## src/rtl/core/lreg_pkg.sv

```systemverilog
// Shared constants, codes and the controller command type of the slot registry guard.
`default_nettype none

package lreg_pkg;

    // Registry size and derived index width.
    localparam int SLOT_COUNT = 8;
    localparam int SLOT_W     = (SLOT_COUNT > 1) ? $clog2(SLOT_COUNT) : 1;

    // Field widths.
    localparam int ID_W      = 6;
    localparam int MODE_W    = 3;
    localparam int BYTE_W    = 40;
    localparam int FRAC_W    = 17;
    localparam int STAMP_W   = 48;
    localparam int TOTAL_W   = 46;
    localparam int STATUS_W  = 2;
    localparam int CFG_IDX_W = 2;

    // The limit is multiplied by the fraction in two halves.
    localparam int MUL_B_W = BYTE_W / 2;
    localparam int PART_W  = FRAC_W + MUL_B_W;
    localparam int PROD_W  = FRAC_W + BYTE_W;

    localparam logic [FRAC_W-1:0] FRAC_ONE   = 17'd65536;
    localparam logic [FRAC_W-1:0] FRAC_RESET = 17'd58982;

    // Item modes.
    localparam logic [MODE_W-1:0] MODE_REGISTER   = 3'd0;
    localparam logic [MODE_W-1:0] MODE_UNREGISTER = 3'd1;
    localparam logic [MODE_W-1:0] MODE_TOUCH      = 3'd2;
    localparam logic [MODE_W-1:0] MODE_SAMPLE     = 3'd3;
    localparam logic [MODE_W-1:0] MODE_BUDGET     = 3'd4;
    localparam logic [MODE_W-1:0] MODE_CLEAR_STAT = 3'd5;

    // Budget check answers.
    localparam logic [STATUS_W-1:0] BUDGET_FITS       = 2'd0;
    localparam logic [STATUS_W-1:0] BUDGET_FITS_EVICT = 2'd1;
    localparam logic [STATUS_W-1:0] BUDGET_NO_FIT     = 2'd2;

    // Configuration register indexes.
    localparam logic [CFG_IDX_W-1:0] CFG_USAGE_LIMIT  = 2'd0;
    localparam logic [CFG_IDX_W-1:0] CFG_PRESSURE_FRC = 2'd1;
    localparam logic [CFG_IDX_W-1:0] CFG_AUTO_EVICT   = 2'd2;

    // Commands from the controller to the datapath.
    typedef struct packed {
        logic              load;
        logic              apply;
        logic              mul_en;
        logic              mul_hi;
        logic              scan_en;
        logic [SLOT_W-1:0] scan_idx;
        logic              finish;
    } lreg_cmd_t;

endpackage

`default_nettype wire

```

## src/rtl/core/lreg_ctrl.sv

```systemverilog
// Sequencing state machine of the slot registry guard.
`default_nettype none

module lreg_ctrl (
    input  wire logic               clk,
    input  wire logic               rst_n,
    input  wire logic               start,
    output logic                    busy,
    output logic                    done,
    output lreg_pkg::lreg_cmd_t     cmd
);
    import lreg_pkg::*;

    localparam logic [2:0] ST_IDLE   = 3'd0;
    localparam logic [2:0] ST_APPLY  = 3'd1;
    localparam logic [2:0] ST_MUL_LO = 3'd2;
    localparam logic [2:0] ST_MUL_HI = 3'd3;
    localparam logic [2:0] ST_SCAN   = 3'd4;
    localparam logic [2:0] ST_FINISH = 3'd5;

    logic [2:0]        state_reg, state_next;
    logic [SLOT_W-1:0] idx_reg, idx_next;
    logic              done_reg, done_next;
    logic              scan_last;

    assign scan_last = (idx_reg == SLOT_W'(SLOT_COUNT - 1));

    // Next state and scan index.
    always_comb
    begin
        state_next = state_reg;
        idx_next   = idx_reg;
        case (state_reg)
            ST_IDLE:
            begin
                if (start)
                begin
                    state_next = ST_APPLY;
                end
            end
            ST_APPLY:  state_next = ST_MUL_LO;
            ST_MUL_LO: state_next = ST_MUL_HI;
            ST_MUL_HI:
            begin
                state_next = ST_SCAN;
                idx_next   = '0;
            end
            ST_SCAN:
            begin
                if (scan_last)
                begin
                    state_next = ST_FINISH;
                end
                else
                begin
                    idx_next = idx_reg + 1'b1;
                end
            end
            ST_FINISH: state_next = ST_IDLE;
            default:   state_next = ST_IDLE;
        endcase
    end

    assign done_next = (state_reg == ST_FINISH);

    always_ff @(posedge clk or negedge rst_n)
    begin
        if (!rst_n)
        begin
            state_reg <= ST_IDLE;
            idx_reg   <= '0;
            done_reg  <= 1'b0;
        end
        else
        begin
            state_reg <= state_next;
            idx_reg   <= idx_next;
            done_reg  <= done_next;
        end
    end

    // Command decode.
    always_comb
    begin
        cmd.load     = (state_reg == ST_IDLE) && start;
        cmd.apply    = (state_reg == ST_APPLY);
        cmd.mul_en   = (state_reg == ST_MUL_LO) || (state_reg == ST_MUL_HI);
        cmd.mul_hi   = (state_reg == ST_MUL_HI);
        cmd.scan_en  = (state_reg == ST_SCAN);
        cmd.scan_idx = idx_reg;
        cmd.finish   = (state_reg == ST_FINISH);
    end

    assign busy = (state_reg != ST_IDLE);
    assign done = done_reg;

endmodule

`default_nettype wire

```

## src/rtl/core/lreg_datapath.sv

```systemverilog
// Slot registry storage, usage statistics, threshold math and victim search.
`default_nettype none

module lreg_datapath (
    input  wire logic                           clk,
    input  wire logic                           rst_n,
    input  wire lreg_pkg::lreg_cmd_t            cmd,
    input  wire logic                           cfg_we,
    input  wire logic [lreg_pkg::CFG_IDX_W-1:0] cfg_index,
    input  wire logic [lreg_pkg::BYTE_W-1:0]    cfg_data,
    input  wire logic [lreg_pkg::MODE_W-1:0]    mode,
    input  wire logic [lreg_pkg::ID_W-1:0]      slot_id,
    input  wire logic [lreg_pkg::BYTE_W-1:0]    byte_amount,
    input  wire logic                           can_evict,
    output logic [lreg_pkg::STATUS_W-1:0]       budget_status,
    output logic                                under_pressure,
    output logic                                evict_valid,
    output logic [lreg_pkg::ID_W-1:0]           evict_slot,
    output logic [lreg_pkg::TOTAL_W-1:0]        total_footprint,
    output logic [lreg_pkg::BYTE_W-1:0]         peak_bytes,
    output logic [lreg_pkg::BYTE_W-1:0]         current_bytes
);
    import lreg_pkg::*;

    // Configuration registers.
    logic [BYTE_W-1:0] limit_reg;
    logic [FRAC_W-1:0] frac_reg;
    logic              auto_reg;

    // Latched item.
    logic [MODE_W-1:0] mode_reg;
    logic [ID_W-1:0]   slot_id_reg;
    logic [BYTE_W-1:0] amount_reg;
    logic              can_evict_reg;

    // Registry.
    logic [SLOT_COUNT-1:0] active_reg;
    logic [SLOT_COUNT-1:0] evictable_reg;
    logic [BYTE_W-1:0]     footprint_reg [SLOT_COUNT];
    logic [STAMP_W-1:0]    stamp_reg [SLOT_COUNT];

    logic [STAMP_W-1:0] counter_reg;
    logic [BYTE_W-1:0]  latest_reg;
    logic [BYTE_W-1:0]  highest_reg;

    // Working registers of one item.
    logic              near_full_reg;
    logic [PROD_W-1:0] prod_reg;
    logic [TOTAL_W-1:0] total_reg;
    logic [TOTAL_W-1:0] fixed_reg;
    logic              found_reg;
    logic [STAMP_W-1:0] oldest_reg;
    logic [SLOT_W-1:0] victim_reg;
    logic [BYTE_W-1:0] victim_fp_reg;

    // Result registers.
    logic [STATUS_W-1:0] status_out_reg;
    logic                pressure_out_reg;
    logic                evict_out_reg;
    logic [ID_W-1:0]     evict_slot_out_reg;
    logic [TOTAL_W-1:0]  total_out_reg;

    logic              slot_ok;
    logic [SLOT_W-1:0] sidx;
    logic [FRAC_W-1:0] frac_eff;
    logic [MUL_B_W-1:0] mul_b;
    logic [PART_W-1:0] mul_p;
    logic [44:0]       amount_x20;
    logic [44:0]       limit_x19;
    logic              sc_active;
    logic              sc_evictable;
    logic [BYTE_W-1:0] sc_fp;
    logic [STAMP_W-1:0] sc_stamp;
    logic              pressure_now;
    logic              evict_now;
    logic [TOTAL_W:0]  need_all;
    logic [TOTAL_W:0]  need_fixed;
    logic [STATUS_W-1:0] status_now;

    assign slot_ok = ({1'b0, slot_id_reg} < (ID_W + 1)'(SLOT_COUNT));
    assign sidx    = slot_id_reg[SLOT_W-1:0];

    // Configuration writes.
    always_ff @(posedge clk or negedge rst_n)
    begin
        if (!rst_n)
        begin
            limit_reg <= '0;
            frac_reg  <= FRAC_RESET;
            auto_reg  <= 1'b1;
        end
        else if (cfg_we)
        begin
            case (cfg_index)
                CFG_USAGE_LIMIT:  limit_reg <= cfg_data;
                CFG_PRESSURE_FRC: frac_reg  <= cfg_data[FRAC_W-1:0];
                CFG_AUTO_EVICT:   auto_reg  <= cfg_data[0];
                default:          ;
            endcase
        end
    end

    // Item capture.
    always_ff @(posedge clk)
    begin
        if (cmd.load)
        begin
            mode_reg      <= mode;
            slot_id_reg   <= slot_id;
            amount_reg    <= byte_amount;
            can_evict_reg <= can_evict;
        end
    end

    // Valid bits of the registry: item update, then eviction at the end.
    always_ff @(posedge clk or negedge rst_n)
    begin
        if (!rst_n)
        begin
            active_reg    <= '0;
            evictable_reg <= '0;
        end
        else if (cmd.apply && slot_ok)
        begin
            if (mode_reg == MODE_REGISTER)
            begin
                active_reg[sidx]    <= 1'b1;
                evictable_reg[sidx] <= can_evict_reg;
            end
            else if (mode_reg == MODE_UNREGISTER)
            begin
                active_reg[sidx]    <= 1'b0;
                evictable_reg[sidx] <= 1'b0;
            end
        end
        else if (cmd.finish && evict_now)
        begin
            active_reg[victim_reg]    <= 1'b0;
            evictable_reg[victim_reg] <= 1'b0;
        end
    end

    // Footprints and stamps. An inactive slot's entry is never looked at.
    always_ff @(posedge clk)
    begin
        if (cmd.apply && slot_ok)
        begin
            if (mode_reg == MODE_REGISTER)
            begin
                footprint_reg[sidx] <= amount_reg;
                stamp_reg[sidx]     <= counter_reg;
            end
            else if (mode_reg == MODE_UNREGISTER)
            begin
                footprint_reg[sidx] <= '0;
                stamp_reg[sidx]     <= '0;
            end
            else if ((mode_reg == MODE_TOUCH) && active_reg[sidx])
            begin
                stamp_reg[sidx] <= counter_reg;
            end
        end
        else if (cmd.finish && evict_now)
        begin
            footprint_reg[victim_reg] <= '0;
        end
    end

    // Use counter and usage statistics.
    always_ff @(posedge clk or negedge rst_n)
    begin
        if (!rst_n)
        begin
            counter_reg <= '0;
            latest_reg  <= '0;
            highest_reg <= '0;
        end
        else if (cmd.apply)
        begin
            if (counter_reg != '1)
            begin
                counter_reg <= counter_reg + 1'b1;
            end
            if (mode_reg == MODE_SAMPLE)
            begin
                latest_reg <= amount_reg;
                if (amount_reg > highest_reg)
                begin
                    highest_reg <= amount_reg;
                end
            end
            else if (mode_reg == MODE_CLEAR_STAT)
            begin
                latest_reg  <= '0;
                highest_reg <= '0;
            end
        end
    end

    // Ninety-five percent test: amount * 20 >= limit * 19, by shifts and adds.
    assign amount_x20 = {1'b0, amount_reg, 4'b0} + {3'b0, amount_reg, 2'b0};
    assign limit_x19  = {1'b0, limit_reg, 4'b0} + {4'b0, limit_reg, 1'b0}
                      + {5'b0, limit_reg};

    // Fraction times limit, one half of the limit per cycle.
    assign frac_eff = (frac_reg > FRAC_ONE) ? FRAC_ONE : frac_reg;
    assign mul_b    = cmd.mul_hi ? limit_reg[BYTE_W-1:MUL_B_W] : limit_reg[MUL_B_W-1:0];
    assign mul_p    = PART_W'(frac_eff) * PART_W'(mul_b);

    always_ff @(posedge clk)
    begin
        if (cmd.apply)
        begin
            near_full_reg <= (amount_x20 >= limit_x19);
        end
        if (cmd.mul_en)
        begin
            if (cmd.mul_hi)
            begin
                prod_reg <= prod_reg + {mul_p, {MUL_B_W{1'b0}}};
            end
            else
            begin
                prod_reg <= PROD_W'(mul_p);
            end
        end
    end

    // Scan: one slot per cycle for sums and the oldest evictable slot.
    assign sc_active    = active_reg[cmd.scan_idx];
    assign sc_evictable = evictable_reg[cmd.scan_idx];
    assign sc_fp        = footprint_reg[cmd.scan_idx];
    assign sc_stamp     = stamp_reg[cmd.scan_idx];

    always_ff @(posedge clk)
    begin
        if (cmd.apply)
        begin
            total_reg <= '0;
            fixed_reg <= '0;
            found_reg <= 1'b0;
        end
        else if (cmd.scan_en && sc_active)
        begin
            total_reg <= total_reg + TOTAL_W'(sc_fp);
            if (!sc_evictable)
            begin
                fixed_reg <= fixed_reg + TOTAL_W'(sc_fp);
            end
            else if (!found_reg || (sc_stamp < oldest_reg))
            begin
                found_reg     <= 1'b1;
                oldest_reg    <= sc_stamp;
                victim_reg    <= cmd.scan_idx;
                victim_fp_reg <= sc_fp;
            end
        end
    end

    // Final decisions.
    assign pressure_now = (mode_reg == MODE_SAMPLE) && (limit_reg != '0)
                        && (amount_reg != '0) && ({1'b0, amount_reg, 16'b0} >= prod_reg);
    assign evict_now    = pressure_now && auto_reg && near_full_reg && found_reg;

    assign need_all   = {1'b0, total_reg} + (TOTAL_W + 1)'(amount_reg);
    assign need_fixed = {1'b0, fixed_reg} + (TOTAL_W + 1)'(amount_reg);

    always_comb
    begin
        status_now = BUDGET_FITS;
        if ((mode_reg == MODE_BUDGET) && (limit_reg != '0))
        begin
            if (need_all <= (TOTAL_W + 1)'(limit_reg))
            begin
                status_now = BUDGET_FITS;
            end
            else if (need_fixed <= (TOTAL_W + 1)'(limit_reg))
            begin
                status_now = BUDGET_FITS_EVICT;
            end
            else
            begin
                status_now = BUDGET_NO_FIT;
            end
        end
    end

    always_ff @(posedge clk)
    begin
        if (cmd.finish)
        begin
            status_out_reg     <= status_now;
            pressure_out_reg   <= pressure_now;
            evict_out_reg      <= evict_now;
            evict_slot_out_reg <= evict_now ? ID_W'(victim_reg) : '0;
            total_out_reg      <= evict_now ? (total_reg - TOTAL_W'(victim_fp_reg)) : total_reg;
        end
    end

    assign budget_status   = status_out_reg;
    assign under_pressure  = pressure_out_reg;
    assign evict_valid     = evict_out_reg;
    assign evict_slot      = evict_slot_out_reg;
    assign total_footprint = total_out_reg;
    assign peak_bytes      = highest_reg;
    assign current_bytes   = latest_reg;

endmodule

`default_nettype wire

```

## src/rtl/core/lru_eviction_registry_guard_core.sv

```systemverilog
// Top level of the slot registry guard: controller, datapath and configuration port.
// An accepted item (start high, busy low) enters the apply state; busy stays high through
// it, the low and high multiply states for the pressure threshold, a scan of all registry
// slots and the finish state. done is registered from the finish state, and no item is taken
// while busy. Results cannot be stalled and are held from the done cycle to the next finish.
// Reset (rst_n low, asynchronous) clears registry, counter and statistics, resets config.
`default_nettype none

module lru_eviction_registry_guard_core (
    input  wire logic                           clk,
    input  wire logic                           rst_n,
    input  wire logic                           start,
    output logic                                busy,
    output logic                                done,
    input  wire logic [lreg_pkg::MODE_W-1:0]    mode,
    input  wire logic [lreg_pkg::ID_W-1:0]      slot_id,
    input  wire logic [lreg_pkg::BYTE_W-1:0]    byte_amount,
    input  wire logic                           can_evict,
    output logic [lreg_pkg::STATUS_W-1:0]       budget_status,
    output logic                                under_pressure,
    output logic                                evict_valid,
    output logic [lreg_pkg::ID_W-1:0]           evict_slot,
    output logic [lreg_pkg::TOTAL_W-1:0]        total_footprint,
    output logic [lreg_pkg::BYTE_W-1:0]         peak_bytes,
    output logic [lreg_pkg::BYTE_W-1:0]         current_bytes,
    input  wire logic                           cfg_valid,
    output logic                                cfg_ready,
    input  wire logic [lreg_pkg::CFG_IDX_W-1:0] cfg_index,
    input  wire logic [lreg_pkg::BYTE_W-1:0]    cfg_data
);
    import lreg_pkg::*;

    lreg_cmd_t cmd;
    logic      busy_int;
    logic      cfg_we;

    // Configuration writes are always taken.
    assign cfg_ready = 1'b1;
    assign cfg_we    = cfg_valid && cfg_ready;

    lreg_ctrl u_ctrl (
        .clk   (clk),
        .rst_n (rst_n),
        .start (start && !busy_int),
        .busy  (busy_int),
        .done  (done),
        .cmd   (cmd)
    );

    lreg_datapath u_dp (
        .clk             (clk),
        .rst_n           (rst_n),
        .cmd             (cmd),
        .cfg_we          (cfg_we),
        .cfg_index       (cfg_index),
        .cfg_data        (cfg_data),
        .mode            (mode),
        .slot_id         (slot_id),
        .byte_amount     (byte_amount),
        .can_evict       (can_evict),
        .budget_status   (budget_status),
        .under_pressure  (under_pressure),
        .evict_valid     (evict_valid),
        .evict_slot      (evict_slot),
        .total_footprint (total_footprint),
        .peak_bytes      (peak_bytes),
        .current_bytes   (current_bytes)
    );

    assign busy = busy_int;

endmodule

`default_nettype wire

```

## config.mk

```make
export PLATFORM = sky130hd
export DESIGN_NAME = lru_eviction_registry_guard_core
export DESIGN_NICKNAME = d
export VERILOG_FILES = /design/src/rtl/core/lreg_pkg.sv /design/src/rtl/core/lreg_ctrl.sv /design/src/rtl/core/lreg_datapath.sv /design/src/rtl/core/lru_eviction_registry_guard_core.sv
export SDC_FILE = /design/constraint.sdc
export NUM_CORES = 2
export LEC_CHECK = 0
export BUFFER_PORTS_ARGS = -buffer_cell sky130_fd_sc_hd__buf_2
export CORE_UTILIZATION = 35
export CTS_BUF_LIST = sky130_fd_sc_hd__clkbuf_4
export DETAILED_ROUTE_END_ITERATION = 6
export GPL_TIMING_DRIVEN = 1
export PLACE_DENSITY = 0.55
export SETUP_SLACK_MARGIN = 0.05
export SLEW_MARGIN = 10
export SYNTH_ARGS = -nofsm -noshare
export SYNTH_HDL_FRONTEND = slang
export SYNTH_HIERARCHICAL = 1
export SYNTH_SLANG_ARGS = --single-unit
```

## constraint.sdc

```tcl
create_clock -name clk -period 17.16 [get_ports clk]
set_input_delay 0 -clock clk [delete_from_list [all_inputs] [get_ports clk]]
set_output_delay 0 -clock clk [all_outputs]
set_load 0.05 [all_outputs]
```

---- Yosys cells after proc, flatten, opt, wreduce, memory -nomap -nowiden ----
Memory sizes are Yosys's and may differ from the RTL's.
Index checks and enable logic that the tools add are counted.
word-level totals
  logic and storage cells ................. 185
  memories ................................ 2
  register bits after elaboration ......... 557
  bits in writable memories ............... 704
  output and inout bits ................... 139
memories
  name                depth  width  rd ports  clocked after memory_dff  wr ports  line                 source
  u_dp.stamp_reg      8      48     1         0                         1         lreg_datapath.sv:40  logic [STAMP_W-1:0] stamp_reg [SLOT_COUNT];
  u_dp.footprint_reg  8      40     1         0                         1         lreg_datapath.sv:39  logic [BYTE_W-1:0] footprint_reg [SLOT_COUNT];
operators by class
  multipliers ............................. 1
  muxes and demuxes ....................... 54
  bitwise logic cells ..................... 13
  magnitude comparators ................... 13
  eq/ne operators ......................... 19
  reductions and logical operators ........ 42
  add/sub/neg operators ................... 11
operators by type and width
  cell                     count
  $mux W40                 6
  $mux W48                 2
  $add A46 B40 Y47         2
  $le A47 B40 Y1           2
  $add A46 B40 Y46         2
  $reduce_bool A40 Y1      2
  $mux W8                  8
  $add A57 B57 Y57         1
  $ge A56 B57 Y1           1
  $add A48 B1 Y48 const B  1
  $lt A48 B48 Y1           1
  $ne A48 B48 Y1 const B   1
  $mux W46                 1
  $sub A46 B40 Y46         1
  $add A44 B41 Y45         1
  $add A44 B42 Y45         1
  $add A45 B40 Y45         1
  $ge A45 B45 Y1           1
  $gt A40 B40 Y1           1
  $reduce_or A40 Y1        1
  $mul A17 B20 Y37         1
  $mux W37                 1
  $and A8 B8 Y8            4
  $mux W1                  21
  other kinds (37)         89

---- Longest topological paths before layout ----
  depth after elaboration ................. 13
  mapped depth ............................ 43
  gate-level depth less buffers ........... 40

---- Cells and area by module ----
The synthesis kept the hierarchy.
by module, submodules not included
  module                            cells each  instances  area an instance (µm²)
  lreg_datapath                     7379        1          82541.7
  lreg_ctrl                         39          1          382.9
  lru_eviction_registry_guard_core  3           1          25.0

---- Least setup slack after synthesis ----
No wires, ideal clock.
  kind .................................... register to register
  start point ............................. register u_ctrl.state_reg[2]
  end point ............................... register u_dp.prod_reg[55] (data pin)
  data required time ...................... 16.889 ns
  slack ................................... 7.987 ns
  data arrival time ....................... 8.902 ns
  clock period less this slack ............ 9.173 ns
  stages on the path, launching flop included .. 40
  path through ............................ dfrtp_1 -> clkbuf_2 -> nand2b_2 -> nor2_1 -> clkbuf_1 -> buf_1 -> nand2_1 -> o21ai_0 -> clkbuf_1 -> nand2_1 -> fa_1 -> fa_1 -> fa_1 -> inv_1 -> fa_1 -> fa_1 -> inv_1 -> fa_1 -> (+4 left out) -> nor2_1 -> a311o_1 -> a31o_1 -> and2_1 -> o21ai_1 -> nand2b_1 -> xor2_1 -> ha_1 -> a21o_1 -> a21o_1 -> a21oi_1 -> o21ai_0 -> a21oi_1 -> o41a_1 -> o21ai_1 -> o221ai_1 -> mux2i_1 -> o2111ai_1
RTL lines
  element                   line                  source
  start: declaration        lreg_ctrl.sv:21       logic [2:0] state_reg, state_next;
  start signal: assignment  lreg_ctrl.sv:76       state_reg <= state_next;
  end signal: assignment    lreg_datapath.sv:220  prod_reg <= prod_reg + {mul_p, {MUL_B_W{1'b0}}};
  end signal: assignment    lreg_datapath.sv:224  prod_reg <= PROD_W'(mul_p);
  end: declaration          lreg_datapath.sv:48   logic [PROD_W-1:0] prod_reg;

==> metrics.log <==
INFO  metric path_max_fanout = 67
INFO  metric cpPeakStageDelay = 830 ps
INFO  metric syn_avg_cell_area = 11.2 um^2
INFO  metric die_height = 489 um
INFO  metric finalWorstPathRequiredPeriod = 11030 ps
INFO  metric drive_gt1_share = 15.7%
INFO  metric cts.sinks = 1258
INFO  metric holdBufCountCts = 316
INFO  metric worst_setup_path_start_kind = flip-flop
INFO  metric die_width = 489 um
INFO  metric asyncSetResetFlopFracSynth = 16.6%
INFO  metric path_common_cell = sky130_fd_sc_hd__fa_1
INFO  metric critPathKind = flip-flop to flip-flop
INFO  metric critical_path_required = 18160 ps
INFO  metric tritoncts_clock_tree = built
INFO  metric clock_tree.htree_level_count = 5
INFO  metric slew_headroom = 14.9%
INFO  metric root_buffer = sky130_fd_sc_hd__clkbuf_4
INFO  metric slew_viol_final = 0
INFO  metric detailroute.via_count = 62940
INFO  metric timing.hold.worst.class = input port to flip-flop
INFO  metric floorplan.initialDensity = 35.2%
INFO  metric yosys_most_used_dff = sky130_fd_sc_hd__edfxtp_1
INFO  metric setup-violations-final = 0
INFO  metric register_area_share_after_synthesis = 43.2%
INFO  metric largest_register_ff_count = 384
INFO  metric initial_antenna_violation_count = 19
INFO  metric area_delta_synth_final = 15.7%
INFO  metric post-route-drc-count = 0
INFO  metric fin_worst_skew = 224 ps
INFO  metric first_global_vias = 64543
INFO  metric detail_route.iter0.violations = 4567
INFO  metric synth-seq-cells = 1258
INFO  metric worst_skew_pair.late_latency = 1450 ps
INFO  metric timing_worst_slew_pin_value = 1240 ps
INFO  metric mostFrequentLayoutCell = sky130_fd_sc_hd__edfxtp_1
INFO  metric ys.warnings.count = 6
INFO  metric filler_cell_count = 22639
INFO  metric gpl.final_weighted_congestion = 0.933
INFO  metric layout.nets = 9304
INFO  metric globalRouteTotalUtil = 22.7%
INFO  metric routed_via_density = 5.41
INFO  metric result_of_the_run = finished clean
INFO  metric grt_overflow = 0
INFO  metric number_of_buffers_added_by_the_clock_tree_synthesis_step = 357
INFO  metric timing.setup.tns = 0 ps
INFO  metric critical-path-top-delay-family = adder cells
INFO  metric worst_path_max_delay_cell = sky130_fd_sc_hd__a21boi_1
INFO  metric area_enclosed_by_the_die_boundary = 239000 um^2
INFO  metric grt_pass1_wl = 405 mm
INFO  metric post-route-period-util = 64.3%
INFO  metric number_of_flops_mapped_to_enable_cells_by_yosys = 956
INFO  metric max_cap_viol_count = 0
INFO  metric fp-row-count = 178
INFO  metric grt_max_degree = 88
INFO  metric yosysUniqueCellTypes = 116
INFO  metric drt-pass1-iter-count = 6
INFO  metric cp.arrival = 12030 ps
INFO  metric most-common-layout-cells = sky130_fd_sc_hd__edfxtp_1 (956), sky130_fd_sc_hd__nand2_1 (708), sky130_fd_sc_hd__ha_1 (686), sky130_fd_sc_hd__inv_1 (664), sky130_fd_sc_hd__clkbuf_4 (518)
INFO  metric post-cts-setup-buffers = 0
INFO  metric cts.clk_slew.worst_paths = 70 ps
INFO  metric hold_viol = 0
INFO  metric rsz0062_at_grt = no
INFO  metric critPathCaptureType = flip-flop
INFO  metric drt_wl_total = 272 mm
INFO  metric post-dp-hpwl = 197 mm
INFO  metric floorplan.core_area = 235000 um^2
INFO  metric top_level_ports = 235
INFO  metric max_clock_freq = 0.0907 GHz
INFO  metric portBuffers = 230
INFO  metric antenna_left = 0
INFO  metric cp_num_buf_inv = 7
INFO  metric drt-wirelength-per-cell = 23.4 um
INFO  metric cts_max_path_buffers = 4
INFO  metric postSynthCellCount = 7421
INFO  metric cts_resized = 0
INFO  metric synth.cell_area = 82900 um^2
-- worst reg2reg max path: cells and delay by family, from the launching register on --
| family | cells | cell delay (ps) |
|---|---|---|
| simple gates | 5 | 1250 |
| mux | 1 | 250 |
| fa+ha+maj | 8 | 3860 |
| flops | 1 | 590 |
| compound gates | 15 | 3690 |
| xor+xnor | 1 | 230 |
| buf+inv | 7 | 870 |
-- per-layer routing --
layer | part of all wire [%] | up-vias | track usage, %
li1 | - | 28872 | -
met1 | 42 | 31375 | 29.1
met2 | 47 | 2173 | 37.6
met3 | 6.5 | 520 | 4.02
met4 | 4.2 | 0 | 9.65
met5 | 0 | - | 0
-- Yosys cell counts (52+ instances only) --
library cell,number,share of area [%]
sky130_fd_sc_hd__dfrtp_1,199,6.0
sky130_fd_sc_hd__a22o_1,83,0.88
sky130_fd_sc_hd__nor2b_1,74,0.56
sky130_fd_sc_hd__ha_1,686,10
sky130_fd_sc_hd__mux4_2,180,4.9
sky130_fd_sc_hd__o21ai_0,318,1.9
sky130_fd_sc_hd__a21o_1,284,2.6
sky130_fd_sc_hd__fa_1,313,7.6
sky130_fd_sc_hd__clkbuf_1,205,0.93
sky130_fd_sc_hd__edfxtp_1,956,35
sky130_fd_sc_hd__inv_1,666,3.0
sky130_fd_sc_hd__xnor2_1,227,2.4
sky130_fd_sc_hd__nor3_1,84,0.51
sky130_fd_sc_hd__nor2_1,400,1.8
sky130_fd_sc_hd__nand2_1,710,3.2
sky130_fd_sc_hd__o21a_1,52,0.47
sky130_fd_sc_hd__and2_1,139,1.0
sky130_fd_sc_hd__nand4_1,118,0.89
sky130_fd_sc_hd__a21oi_1,435,2.6
sky130_fd_sc_hd__mux2_2,122,1.7
sky130_fd_sc_hd__dfxtp_1,93,2.2
sky130_fd_sc_hd__nand3_1,139,0.84
sky130_fd_sc_hd__xor2_1,123,1.3
-- metrics by stage --
step,utilization (%),area (um^2),setup slack (ps),hold slack [ps],instances
final,40.8,96000,6130,243,11636
after global routing,40.8,96000,5440,136,11627
after CTS,40.8,95900,6180,7.02,11620
after detailed placement,37.5,88300,6210,86.6,10684
after global placement,37.5,88300,6380,83.1,10684
after floorplan,-,83000,7990,-296,7423
-- path summary, 6_finish.rpt --
kind	slack [ps]	end	start	cells past startpoint
min reg2reg	480	u_dp/counter_reg[29]$_DFFE_PN0P_	u_dp/counter_reg[29]$_DFFE_PN0P_	1
min	240	u_dp/limit_reg[38]$_DFFE_PN0P_	cfg_data[38]	5
max reg2reg	6130	u_dp/prod_reg[55]$_SDFFCE_PN0P_	u_ctrl/state_reg[1]$_DFFE_PN0P_	37
max in group asynchronous	14430	u_dp/limit_reg[38]$_DFFE_PN0P_	rst_n	7
max	6130	u_dp/prod_reg[55]$_SDFFCE_PN0P_	u_ctrl/state_reg[1]$_DFFE_PN0P_	37
min in group asynchronous	340	u_dp/counter_reg[25]$_DFFE_PN0P_	rst_n	5
-- logic make-up (layout without fill, tap and decap cells) --
logic type               count (synthesis)  after routing  synth area share (%)
AO/OA/AOI/OAI                         1651           1651                  13.2
multiplexers                           328            328                  6.86
adder cells (fa/ha/maj)                999            999                  17.9
AND/OR/NAND/NOR                       1912           1912                  10.9
flip-flops                            1258           1258                  43.2
other                                    2             20               0.00905
XOR/XNOR                               350            350                  3.70
buffers and inverters                  921           1968                  4.21
-- layout make-up --
type | count | area [um^2] | area share (%)
well taps | 3150 | 3940 | 4.11
clock buffers | 518 | 3890 | 4.05
multi-input cells | 5244 | 43900 | 45.7
clock inverters | 102 | 527 | 0.549
flip-flops and latches | 1258 | 35800 | 37.3
inverters | 666 | 2500 | 2.60
diodes | 16 | 40.0 | 0.0417
repair buffers | 682 | 5380 | 5.60
Power is left out: the tool's default activity adds up to more than one toggle a clock period on the data nets, which glitch-free logic cannot reach.
